**config.mk**
```make
export PLATFORM = sky130hd
export DESIGN_NAME = holding_register_read_coalescer
export DESIGN_NICKNAME = d
export VERILOG_FILES = /design/src/hw/rtl/hrrc_pkg.sv /design/src/hw/rtl/holding_register_read_coalescer.sv /design/src/hw/rtl/hrrc_core.sv /design/src/hw/rtl/hrrc_outq.sv
export VERILOG_INCLUDE_DIRS = /design/src /design/src/hw/rtl
export SDC_FILE = /design/constraint.sdc
export NUM_CORES = 1
export LEC_CHECK = 0
export ABC_CLOCK_PERIOD_IN_PS = 13600
export BUFFER_PORTS_ARGS = -buffer_cell sky130_fd_sc_hd__buf_2
export CORE_UTILIZATION = 53
export CTS_BUF_LIST = sky130_fd_sc_hd__clkbuf_8 sky130_fd_sc_hd__clkbuf_16
export DETAILED_ROUTE_END_ITERATION = 10
export GPL_TIMING_DRIVEN = 0
export PLACE_DENSITY = 0.78
export SLEW_MARGIN = 20
export SYNTH_ARGS = -nofsm -noshare
export SYNTH_HDL_FRONTEND = slang
export SYNTH_HIERARCHICAL = 1
export SYNTH_SLANG_ARGS = --single-unit
export TNS_END_PERCENT = 10
```
**constraint.sdc**
```tcl
create_clock -name clock -period 13.6 [get_ports clock]
set_clock_uncertainty 0.05 [all_clocks]
set_input_delay 3.4 -clock clock [delete_from_list [all_inputs] [get_ports clock]]
set_output_delay 3.4 -clock clock [all_outputs]
set_load 0.05 [all_outputs]
```
**src/hw/rtl/assert_macros.svh**
```systemverilog
// Assertion macros shared by the coalescer RTL
`ifndef ASSERT_MACROS_SVH
`define ASSERT_MACROS_SVH

// Expression must hold at every clock edge outside reset
`define ASSERT_ALWAYS(label, clk, rst, expr) \
   label: assert property (@(posedge clk) disable iff (rst) (expr)) \
      else $error("assertion failed: label");

// Antecedent implies consequent in the same cycle
`define ASSERT_IMPLIES(label, clk, rst, ante, cons) \
   label: assert property (@(posedge clk) disable iff (rst) (ante) |-> (cons)) \
      else $error("assertion failed: label");

// Antecedent implies consequent in the next cycle
`define ASSERT_NEXT(label, clk, rst, ante, cons) \
   label: assert property (@(posedge clk) disable iff (rst) (ante) |=> (cons)) \
      else $error("assertion failed: label");

`endif

```
**src/hw/rtl/hrrc_pkg.sv**
```systemverilog
// Package: types and constants of the holding register read coalescer
`timescale 1ns / 1ps
`default_nettype none
package hrrc_pkg;

   localparam int PDU_SIZE_MAX  = 253;
   localparam int BYTES_PER_REG = 4;
   // registers per frame: ceil(PDU_SIZE_MAX / BYTES_PER_REG)
   localparam int FRAME_REGS    = (PDU_SIZE_MAX + BYTES_PER_REG - 1) / BYTES_PER_REG;

   localparam int ADDR_W  = 16;
   localparam int VALUE_W = 16;
   localparam int SLAVE_W = 8;
   localparam int COUNT_W = 7;
   localparam int MODE_W  = 2;

   localparam logic [SLAVE_W-1:0] SLAVE_RESET = 8'd1;

   localparam logic [MODE_W-1:0] MODE_READ_ONLY  = 2'd0;
   localparam logic [MODE_W-1:0] MODE_WRITE_ONLY = 2'd1;
   localparam logic [MODE_W-1:0] MODE_READ_WRITE = 2'd2;

   localparam logic [COUNT_W-1:0] FRAME_LIMIT = COUNT_W'(FRAME_REGS);

   // output queue
   localparam int QUEUE_DEPTH = 4;
   localparam int QPTR_W      = $clog2(QUEUE_DEPTH);
   localparam int QCNT_W      = $clog2(QUEUE_DEPTH + 1);

   typedef struct packed {
      logic [SLAVE_W-1:0] target_slave;
      logic [ADDR_W-1:0]  start_address;
      logic [COUNT_W-1:0] register_count;
      logic               run_last;
   } hrrc_req_type;

   // up to two read requests caused by one entry
   typedef struct packed {
      logic         push0;
      logic         push1;
      hrrc_req_type req0;
      hrrc_req_type req1;
   } hrrc_push_type;

endpackage
`default_nettype wire

```
**src/hw/rtl/holding_register_read_coalescer.sv**
```systemverilog
// Top level of the holding register read coalescer
`timescale 1ns / 1ps
`default_nettype none
// Accepts one register dictionary entry per cycle and merges runs of contiguous
// readable addresses into read requests (slave, start, count). An entry passes
// through one input register and a single compare-and-update step on the run
// state, so a new entry can enter every cycle; its zero, one or two requests
// land in a four-entry result queue and leave one per cycle unless stalled.
// Input stalls only while the queue holds more than two requests, i.e. when
// the result side is stalled or entries keep producing two requests each.
// target_slave is the slave address in effect when the entry is processed.
module holding_register_read_coalescer
   import hrrc_pkg::*;
(
   input  wire logic               clock,
   input  wire logic               reset,
   input  wire logic               csr_wr_en,
   input  wire logic [SLAVE_W-1:0] csr_wr_data,
   input  wire logic               req_valid,
   output logic                    req_stall,
   input  wire logic [ADDR_W-1:0]  req_reg_address,
   input  wire logic [MODE_W-1:0]  req_access_mode,
   input  wire logic [VALUE_W-1:0] req_previous_value,
   input  wire logic [VALUE_W-1:0] req_current_value,
   input  wire logic               req_last_entry,
   output logic                    rsp_valid,
   input  wire logic               rsp_stall,
   output logic [SLAVE_W-1:0]      rsp_target_slave,
   output logic [ADDR_W-1:0]       rsp_start_address,
   output logic [COUNT_W-1:0]      rsp_register_count,
   output logic                    rsp_run_last
);

   logic [SLAVE_W-1:0] slave_address_ff;
   logic               room;
   hrrc_push_type      push;
   hrrc_req_type       head;

   always_ff @(posedge clock) begin
      if (reset) begin
         slave_address_ff <= SLAVE_RESET;
      end else if (csr_wr_en) begin
         slave_address_ff <= csr_wr_data;
      end
   end

   hrrc_core u_core (
      .clock              (clock),
      .reset              (reset),
      .req_valid          (req_valid),
      .req_stall          (req_stall),
      .req_reg_address    (req_reg_address),
      .req_access_mode    (req_access_mode),
      .req_previous_value (req_previous_value),
      .req_current_value  (req_current_value),
      .req_last_entry     (req_last_entry),
      .slave_address      (slave_address_ff),
      .room               (room),
      .push               (push)
   );

   hrrc_outq u_outq (
      .clock     (clock),
      .reset     (reset),
      .push      (push),
      .room      (room),
      .rsp_valid (rsp_valid),
      .rsp_stall (rsp_stall),
      .head      (head)
   );

   assign rsp_target_slave   = head.target_slave;
   assign rsp_start_address  = head.start_address;
   assign rsp_register_count = head.register_count;
   assign rsp_run_last       = head.run_last;

endmodule
`default_nettype wire

```
**src/hw/rtl/hrrc_core.sv**
```systemverilog
// Input register, run tracking state and request generation
`timescale 1ns / 1ps
`default_nettype none
`include "assert_macros.svh"
module hrrc_core
   import hrrc_pkg::*;
(
   input  wire logic               clock,
   input  wire logic               reset,
   input  wire logic               req_valid,
   output logic                    req_stall,
   input  wire logic [ADDR_W-1:0]  req_reg_address,
   input  wire logic [MODE_W-1:0]  req_access_mode,
   input  wire logic [VALUE_W-1:0] req_previous_value,
   input  wire logic [VALUE_W-1:0] req_current_value,
   input  wire logic               req_last_entry,
   input  wire logic [SLAVE_W-1:0] slave_address,
   input  wire logic               room,
   output hrrc_push_type           push
);

   logic               valid_ff;
   logic [ADDR_W-1:0]  addr_ff;
   logic [MODE_W-1:0]  mode_ff;
   logic [VALUE_W-1:0] prev_ff;
   logic [VALUE_W-1:0] cur_ff;
   logic               last_ff;

   logic [ADDR_W-1:0]  last_address_ff, last_address_in;
   logic [ADDR_W-1:0]  run_start_ff, run_start_in;
   logic [COUNT_W-1:0] run_count_ff, run_count_in;

   logic          advance;
   logic          load;
   hrrc_push_type gen;

   assign advance   = valid_ff && room;
   assign load      = !valid_ff || room;
   assign req_stall = !load;

   always_ff @(posedge clock) begin
      if (reset) begin
         valid_ff <= 1'b0;
      end else if (load) begin
         valid_ff <= req_valid;
      end
   end

   always_ff @(posedge clock) begin
      if (load) begin
         addr_ff <= req_reg_address;
         mode_ff <= req_access_mode;
         prev_ff <= req_previous_value;
         cur_ff  <= req_current_value;
         last_ff <= req_last_entry;
      end
   end

   always_ff @(posedge clock) begin
      if (reset) begin
         last_address_ff <= '0;
         run_start_ff    <= '0;
         run_count_ff    <= '0;
      end else if (advance) begin
         last_address_ff <= last_address_in;
         run_start_ff    <= run_start_in;
         run_count_ff    <= run_count_in;
      end
   end

   // one pass over the entry: close runs, emit up to two requests
   always_comb begin
      logic               wo;
      logic               rw;
      logic               contig;
      logic [COUNT_W-1:0] c;
      logic [ADDR_W-1:0]  s;
      logic               n;
      wo     = (mode_ff == MODE_WRITE_ONLY);
      rw     = (mode_ff == MODE_READ_WRITE);
      contig = ({1'b0, addr_ff} == ({1'b0, last_address_ff} + 17'd1));
      c      = run_count_ff;
      s      = run_start_ff;
      n      = 1'b0;
      gen    = '0;
      gen.req0.target_slave = slave_address;
      gen.req1.target_slave = slave_address;

      if (!contig) begin
         if (c != '0) begin
            gen.push0               = 1'b1;
            gen.req0.start_address  = s;
            gen.req0.register_count = c;
            n                       = 1'b1;
            c                       = '0;
         end
         if (!wo) begin
            c = COUNT_W'(1);
            s = addr_ff;
         end
      end else begin
         if (c == '0 && !wo) begin
            s = addr_ff;
         end
         if (!wo) begin
            c = c + COUNT_W'(1);
         end
      end

      // changed read-write entry: drop it from the run
      if (rw && prev_ff != cur_ff) begin
         if (c > COUNT_W'(1)) begin
            if (n) begin
               gen.push1               = 1'b1;
               gen.req1.start_address  = s;
               gen.req1.register_count = c - COUNT_W'(1);
            end else begin
               gen.push0               = 1'b1;
               gen.req0.start_address  = s;
               gen.req0.register_count = c - COUNT_W'(1);
            end
            n = 1'b1;
         end
         c = '0;
      end

      if ((wo || last_ff) && c != '0) begin
         if (n) begin
            gen.push1               = 1'b1;
            gen.req1.start_address  = s;
            gen.req1.register_count = c;
         end else begin
            gen.push0               = 1'b1;
            gen.req0.start_address  = s;
            gen.req0.register_count = c;
         end
         n = 1'b1;
         c = '0;
      end

      // frame full: send and restart the run at this entry
      if (c >= FRAME_LIMIT) begin
         if (n) begin
            gen.push1               = 1'b1;
            gen.req1.start_address  = s;
            gen.req1.register_count = c;
         end else begin
            gen.push0               = 1'b1;
            gen.req0.start_address  = s;
            gen.req0.register_count = c;
         end
         c = COUNT_W'(1);
         s = addr_ff;
      end

      gen.req0.run_last = gen.push0 && !gen.push1;
      gen.req1.run_last = gen.push1;

      last_address_in = addr_ff;
      run_start_in    = s;
      run_count_in    = c;
      if (last_ff) begin
         last_address_in = '0;
         run_start_in    = '0;
         run_count_in    = '0;
      end
   end

   always_comb begin
      push       = gen;
      push.push0 = gen.push0 && advance;
      push.push1 = gen.push1 && advance;
   end

   `ASSERT_IMPLIES(a_push_order, clock, reset, push.push1, push.push0)
   `ASSERT_ALWAYS(a_run_below_frame, clock, reset, run_count_ff < FRAME_LIMIT)
   `ASSERT_NEXT(a_scan_end_clears, clock, reset, advance && last_ff,
      run_count_ff == '0 && last_address_ff == '0)

endmodule
`default_nettype wire

```
**src/hw/rtl/hrrc_outq.sv**
```systemverilog
// Result queue: takes up to two requests a cycle, releases one a cycle unless rsp_stall is high
`timescale 1ns / 1ps
`default_nettype none
`include "assert_macros.svh"
module hrrc_outq
   import hrrc_pkg::*;
(
   input  wire logic          clock,
   input  wire logic          reset,
   input  wire hrrc_push_type push,
   output logic               room,
   output logic               rsp_valid,
   input  wire logic          rsp_stall,
   output hrrc_req_type       head
);

   hrrc_req_type      entry_ff [QUEUE_DEPTH];
   logic [QPTR_W-1:0] wr_ptr_ff, wr_ptr_in;
   logic [QPTR_W-1:0] rd_ptr_ff, rd_ptr_in;
   logic [QCNT_W-1:0] count_ff, count_in;
   logic              pop;
   logic [QCNT_W-1:0] n_push;

   assign rsp_valid = (count_ff != '0);
   assign pop       = rsp_valid && !rsp_stall;
   assign head      = entry_ff[rd_ptr_ff];
   // keep space for two requests of the next entry
   assign room      = (count_ff <= QCNT_W'(QUEUE_DEPTH - 2));
   assign n_push    = QCNT_W'(push.push0) + QCNT_W'(push.push1);

   always_comb begin
      wr_ptr_in = wr_ptr_ff + QPTR_W'(n_push);
      rd_ptr_in = rd_ptr_ff + QPTR_W'(pop);
      count_in  = count_ff + n_push - QCNT_W'(pop);
   end

   always_ff @(posedge clock) begin
      if (reset) begin
         wr_ptr_ff <= '0;
         rd_ptr_ff <= '0;
         count_ff  <= '0;
      end else begin
         wr_ptr_ff <= wr_ptr_in;
         rd_ptr_ff <= rd_ptr_in;
         count_ff  <= count_in;
      end
   end

   always_ff @(posedge clock) begin
      if (push.push0) begin
         entry_ff[wr_ptr_ff] <= push.req0;
      end
      if (push.push1) begin
         entry_ff[wr_ptr_ff + QPTR_W'(1)] <= push.req1;
      end
   end

   `ASSERT_ALWAYS(a_count_bound, clock, reset, count_ff <= QCNT_W'(QUEUE_DEPTH))
   `ASSERT_IMPLIES(a_push_needs_room, clock, reset, push.push0,
      count_ff <= QCNT_W'(QUEUE_DEPTH - 2))
   `ASSERT_ALWAYS(a_ptr_track, clock, reset,
      (wr_ptr_ff - rd_ptr_ff) == QPTR_W'(count_ff))

endmodule
`default_nettype wire
```
## After elaboration in Yosys (flattened, before gate mapping)

Memories as Yosys holds them, arrays and structs flattened. A register that Yosys moved wholly into a read port is not among the register bits.
Index checks and enable logic that the tools add are counted.

| word-level totals | value |
|---|---|
| flip-flop bits (word level) | 106 |
| output and inout port bits | 34 |
| input bits | 64 |
| memories | 1 |
| latch bits | 0 |
| bits in writable memories | 128 |
| ROM bits | 0 |
| word-level logic and storage cells | 98 |

| cells by class | value |
|---|---|
| divide/modulo/power cells | 0 |
| bitwise logic cells | 0 |
| multipliers | 0 |
| $lt $le $gt $ge | 3 |
| mux-type cells | 49 |
| $add $sub $neg | 9 |
| reduce and logical (&&, ||, !) cells | 19 |
| shift-type cells | 0 |
| eq/ne operators | 4 |

Memories:

| memory | depth | bits a word | rd ports | clocked after Yosys merged registers in | write ports | line | RTL |
|---|---|---|---|---|---|---|---|
| u_outq.entry_ff | 4 | 32 | 1 | 1 | 2 | hrrc_outq.sv:17 | `hrrc_req_type entry_ff [QUEUE_DEPTH];` |

Operators by type and width:

| cell | number |
|---|---|
| $mux W23 | 16 |
| $mux W16 | 6 |
| $mux W7 | 8 |
| $add A16 B1 Y17 const B | 1 |
| $eq A16 B17 Y1 | 1 |
| $ne A16 B16 Y1 | 1 |
| $mux W1 | 14 |
| $reduce_bool A7 Y1 | 2 |
| $mux W2 | 5 |
| $logic_and A1 B1 Y1 | 8 |
| $add A7 B1 Y7 const B | 1 |
| $ge A7 B7 Y1 const B | 1 |
| $gt A7 B1 Y1 const B | 1 |
| $logic_not A7 Y1 | 1 |
| $sub A7 B1 Y7 const B | 1 |
| $logic_not A1 Y1 | 5 |
| $add A3 B3 Y3 | 1 |
| $le A3 B2 Y1 const B | 1 |
| $reduce_bool A3 Y1 | 1 |
| $sub A3 B1 Y3 | 1 |
| $add A1 B1 Y2 | 1 |
| $add A2 B1 Y2 | 1 |
| $add A2 B1 Y2 const B | 1 |
| $add A2 B2 Y2 | 1 |
| other kinds (3) | 4 |

## Logic depth before layout (Yosys ltp)

| depth | value |
|---|---|
| word-level depth | 15 |
| depth in mapped cells | 27 |
| depth with buffers taken out | 24 |

## By module

Netlist, hierarchy kept.

By module, submodules not included:

| module | sequential area each (um^2) | cells an instance | instances | area an instance (um^2) |
|---|---|---|---|---|
| hrrc_outq | 3983.8 | 353 | 1 | 6571.3 |
| hrrc_core | 2332.2 | 608 | 1 | 5567.8 |
| holding_register_read_coalescer | 160.2 | 26 | 1 | 290.3 |

## Worst setup path before layout

Ideal clock, no wire load.

| timing path | value |
|---|---|
| path type | register to register |
| start point | register u_core.last_address_ff[0] |
| end point | memory u_outq/entry_ff[0][0] (netlist name) (enable) |
| buffers on the path | 4 |
| library setup time | 0.466 ns |
| clock period less this slack | 6.934 ns |
| setup slack | 6.666 ns |
| stages on the path, launching flop included | 21 |
| data arrival time | 6.419 ns |
| required time | 13.084 ns |
| cells stage by stage | dfxtp_1 ha_1 nand4_1 nor3_2 xnor2_1 or4_1 or4b_4 buf_4 clkbuf_1 or2_2 nand2_1 inv_1 ha_1 nor2_1 o211ai_1 and4_1 buf_2 buf_6 nor2_1 nand2b_1 o21ai_0 |

RTL lines:

| element | line | RTL |
|---|---|---|
| start, declared | hrrc_core.sv:29 | `logic [ADDR_W-1:0] last_address_ff, last_address_in;` |
| start signal, assigned | hrrc_core.sv:65 | `last_address_ff <= last_address_in;` |
| end, declared | hrrc_outq.sv:17 |  |

==> summary.txt <==
Synthesis
  – Mapped Area: ~0.012 mm²
  – Yosys warns: 6
  – Mapped Cells: about 990
  – Most common cell in the netlist: edfxtp_1
  – Ys flop type: edfxtp_1
  – Syn avg cell area: roughly 13 µm²
  – Share of the synthesized area in the top cell type: a little over two fifths
  – Post-synthesis register bit count: between 200 and 250
  – Most frequent cells after synthesis: edfxtp_1, mux2_2, nand2_1
  – Cell taking the most area after synthesis: edfxtp_1
  – Ys async rst share: 0%
  – Number of synthesized flops with an enable pin: about 180
  – Synth top area cells: edfxtp_1, mux2_2, dfxtp_1, mux4_2, nand2_1
  – Synth unique cells: slightly above 80
  – Post-synthesis sequential area ratio: 52.1%

Setup path
  – Worst setup path startpoint: u_core/last_address_ff[0]
  – Worst EP required: roughly 14 ns
  – Crit-path slowest cell: or4b_4
  – FF-to-FF Start: u_core/last_address_ff[0]
  – Kind of end point of the critical path: register
  – Critical path depth: 26
  – Crit start category: register
  – Top delay family on crit path: simple AND/OR/NAND/NOR gates
  – Crit Path Class: reg2reg
  – Worst Path Arrival: roughly 6.9 ns
  – Slowest stage delay, CP: between 0.5 and 0.6 ns
  – R2R depth: 26
  – Max FO, Critical Path: 10
  – Reg2Reg Setup Slack: 7.04 ns
  – Crit-path most repeated cell: ha_1
  – Buf/Inv on CP: 7

Clock network
  – Root Driver: clkbuf_16
  – Clock Latency Late Sink: about 0.52 ns
  – CTS clk-pin slew, worst paths: ~0.06 ns
  – CTS sink count: roughly 230
  – CTS max path bufs: 3
  – PostCTS Resize Cnt: 0
  – # Post-CTS Setup Buffers: 0
  – TritonCTS clock tree: built
  – Num CTS Buffers: 26
  – Number of H-tree levels: 1
  – Hold buffers post-CTS: 0

Run
  – Max-cap violations: 0

STA
  – Slew @ Worst Pin: 1.05 ns
  – Fin crit share: 48.2%
  – # setup viols final: 0
  – Min setup slack post-route: about 7.0 ns
  – Final max-slew violation count: 0
  – Rel. slew slack: slightly below 30%
  – Fmax: roughly 150 MHz
  – Min Tclk post-route: around 6.6 ns
  – Final-report hold violation count: 0
  – Setup TNS Final: 0 ns
  – Unrepaired setup endpoints after global routing: no

Die
  – Die Area: approximately 0.024 mm²
  – Die H: 155 µm
  – Placeable core region: ~0.023 mm²
  – Die X: approximately 160 µm
  – Site row count: 55
  – Initial Util: ~54%
  – Ports: a little under 100

Power
  – Clock share of power: a little under a third
  – Switching fraction of total power: about a third
  – P_int: around 1400 µW
  – Part of the power in registers: between 40% and 50%
  – Switching pwr: roughly 680 µW
  – Leakage: between 0.005 and 0.006 µW
  – Worst VDD drop: 0.000105 V
  – Logic pwr share: roughly 28%
  – PwrDens: 149 mW/mm²

Detailed routing
  – 1st-iter DRT viols: 599
  – Vias per cell: between 5 and 6
  – First-pass DRT Iterations: 5
  – Final ANT Viol Nets: 0
  – Routed vias: between 8,000 and 9,000
  – Final WL: 26,600 µm
  – Drt drc: 0
  – WL/cell: 18.4 µm

Global route
  – Antenna violations before repair: 0
  – Vias in the first global route: 8,215
  – Gr ovfl total: 0
  – Largest net degree at the start of global routing: 53
  – Global-route wire length before repair: about 42,000 µm
  – GRT Util Overall: between 20% and 30%

Hold path
  – Hold Path Class: reg2reg
  – Worst Min Path Start: u_core/last_address_ff[14]
  – Hold path depth: 2

Placement
  – IO Port Bufs: 96
  – Placer Congestion: between 0.9 and 1
  – Final HPWL DP: between 15,000 and 20,000 µm
  – Post-Place Worst Slack: roughly 7 ns

Final layout
  – Syn-to-layout area delta: 14.8%
  – Share of cells above drive strength 1: 32.7%
  – Nets: about 1,200
  – Number of fill cells: 1,804
  – Ant. Diodes: 0

Status
  – Outcome: complete, no violations
-- area by class of cell --
cell class,count,area (µm²),share of cell area [%]
Buffer,79,440,3.09
Clock buffer,28,678,4.75
Clock inverter,20,135,0.947
Inverter,18,67.6,0.473
Multi-Input combinational cell,657,5500,38.5
Sequential cell,234,6480,45.4
Tap cell,313,392,2.74
Timing Repair Buffer,100,591,4.14
-- stage by stage --
step           area, µm²  utilization [%]  power (µW)  hold WS (ns)  instances
2_1_floorplan      12400                -        1350         0.407        988
6_report           14300             62.5        2130         0.435       1449
5_1_grt            14300             62.5        2220         0.462       1449
3_3_place_gp       13300             58.2        1480         0.420       1397
3_5_place_dp       13500             58.9        1490         0.429       1401
4_1_cts            14300             62.5        2150         0.437       1449
-- cells in the final DEF, fill, tap and decap left out, drive strengths merged, types with 7 or more instances in the layout --
master	instances
nand2b	8
nand2	82
or3	10
nor2	63
mux2i	29
inv	24
nand3	10
buf	152
o21ai	15
mux2	128
ha	11
xnor2	34
clkbuf	55
nor2b	11
a21oi	49
a211oi	7
nand4	11
nand3b	19
or4	9
nor3	17
dfxtp	55
mux4	32
xor2	12
edfxtp	179
clkinv	11
a22o	13
-- power by group through the flow --
stage	sequential, µW	combinational [µW]	clock [µW]
floorplan	880	471	0
global placement	889	590	0
detailed placement	887	607	0
CTS	873	611	666
global route	879	650	693
finish	873	607	652
-- metal layers --
metal	wire length (µm)	track usage [%]	up-vias
met5	0	0	-
met4	582	6.18	0
met3	1230	2.48	42
met2	13100	39.4	229
met1	11700	29.5	3984
li1	-	-	3989
-- logic make-up (layout without fill, tap and decap cells) --
family          Yosys count  count (layout)  share of synthesized area (%)
compound gates          135             135                           7.52
xor+xnor                 48              48                           3.61
fa+ha+maj                12              12                           1.27
buf+inv                  97             245                           4.09
flops                   234             234                           52.1
mux                     189             189                           19.7
other cells               1               2                         0.0302
simple gates            271             271                           11.6
-- registers in the layout (all words and copies together) (netlist names), 7 cells and up --
signal / count
u_core/cur_ff: 16
u_core/addr_ff: 16
u_outq/entry_ff: 128
u_core/prev_ff: 16
u_core/last_address_ff: 16
slave_address_ff: 8
u_core/run_start_ff: 16
u_core/run_count_ff: 7
-- final timing paths --
path                                     end
hold / removal    u_core/last_address_ff[14]
hold reg to reg   u_core/last_address_ff[14]
setup reg to reg          u_outq/count_ff[2]
setup / recovery          u_outq/count_ff[2]
-- tightest hold or removal path: cells and delay by family, from the launching register on --
family	cells	cell delay, ns
and+or+nand+nor	1	0.06
DFF	1	0.33
AOI/OAI and AO/OA	1	0.05
Note: power is estimated with default switching activity, not from simulation.
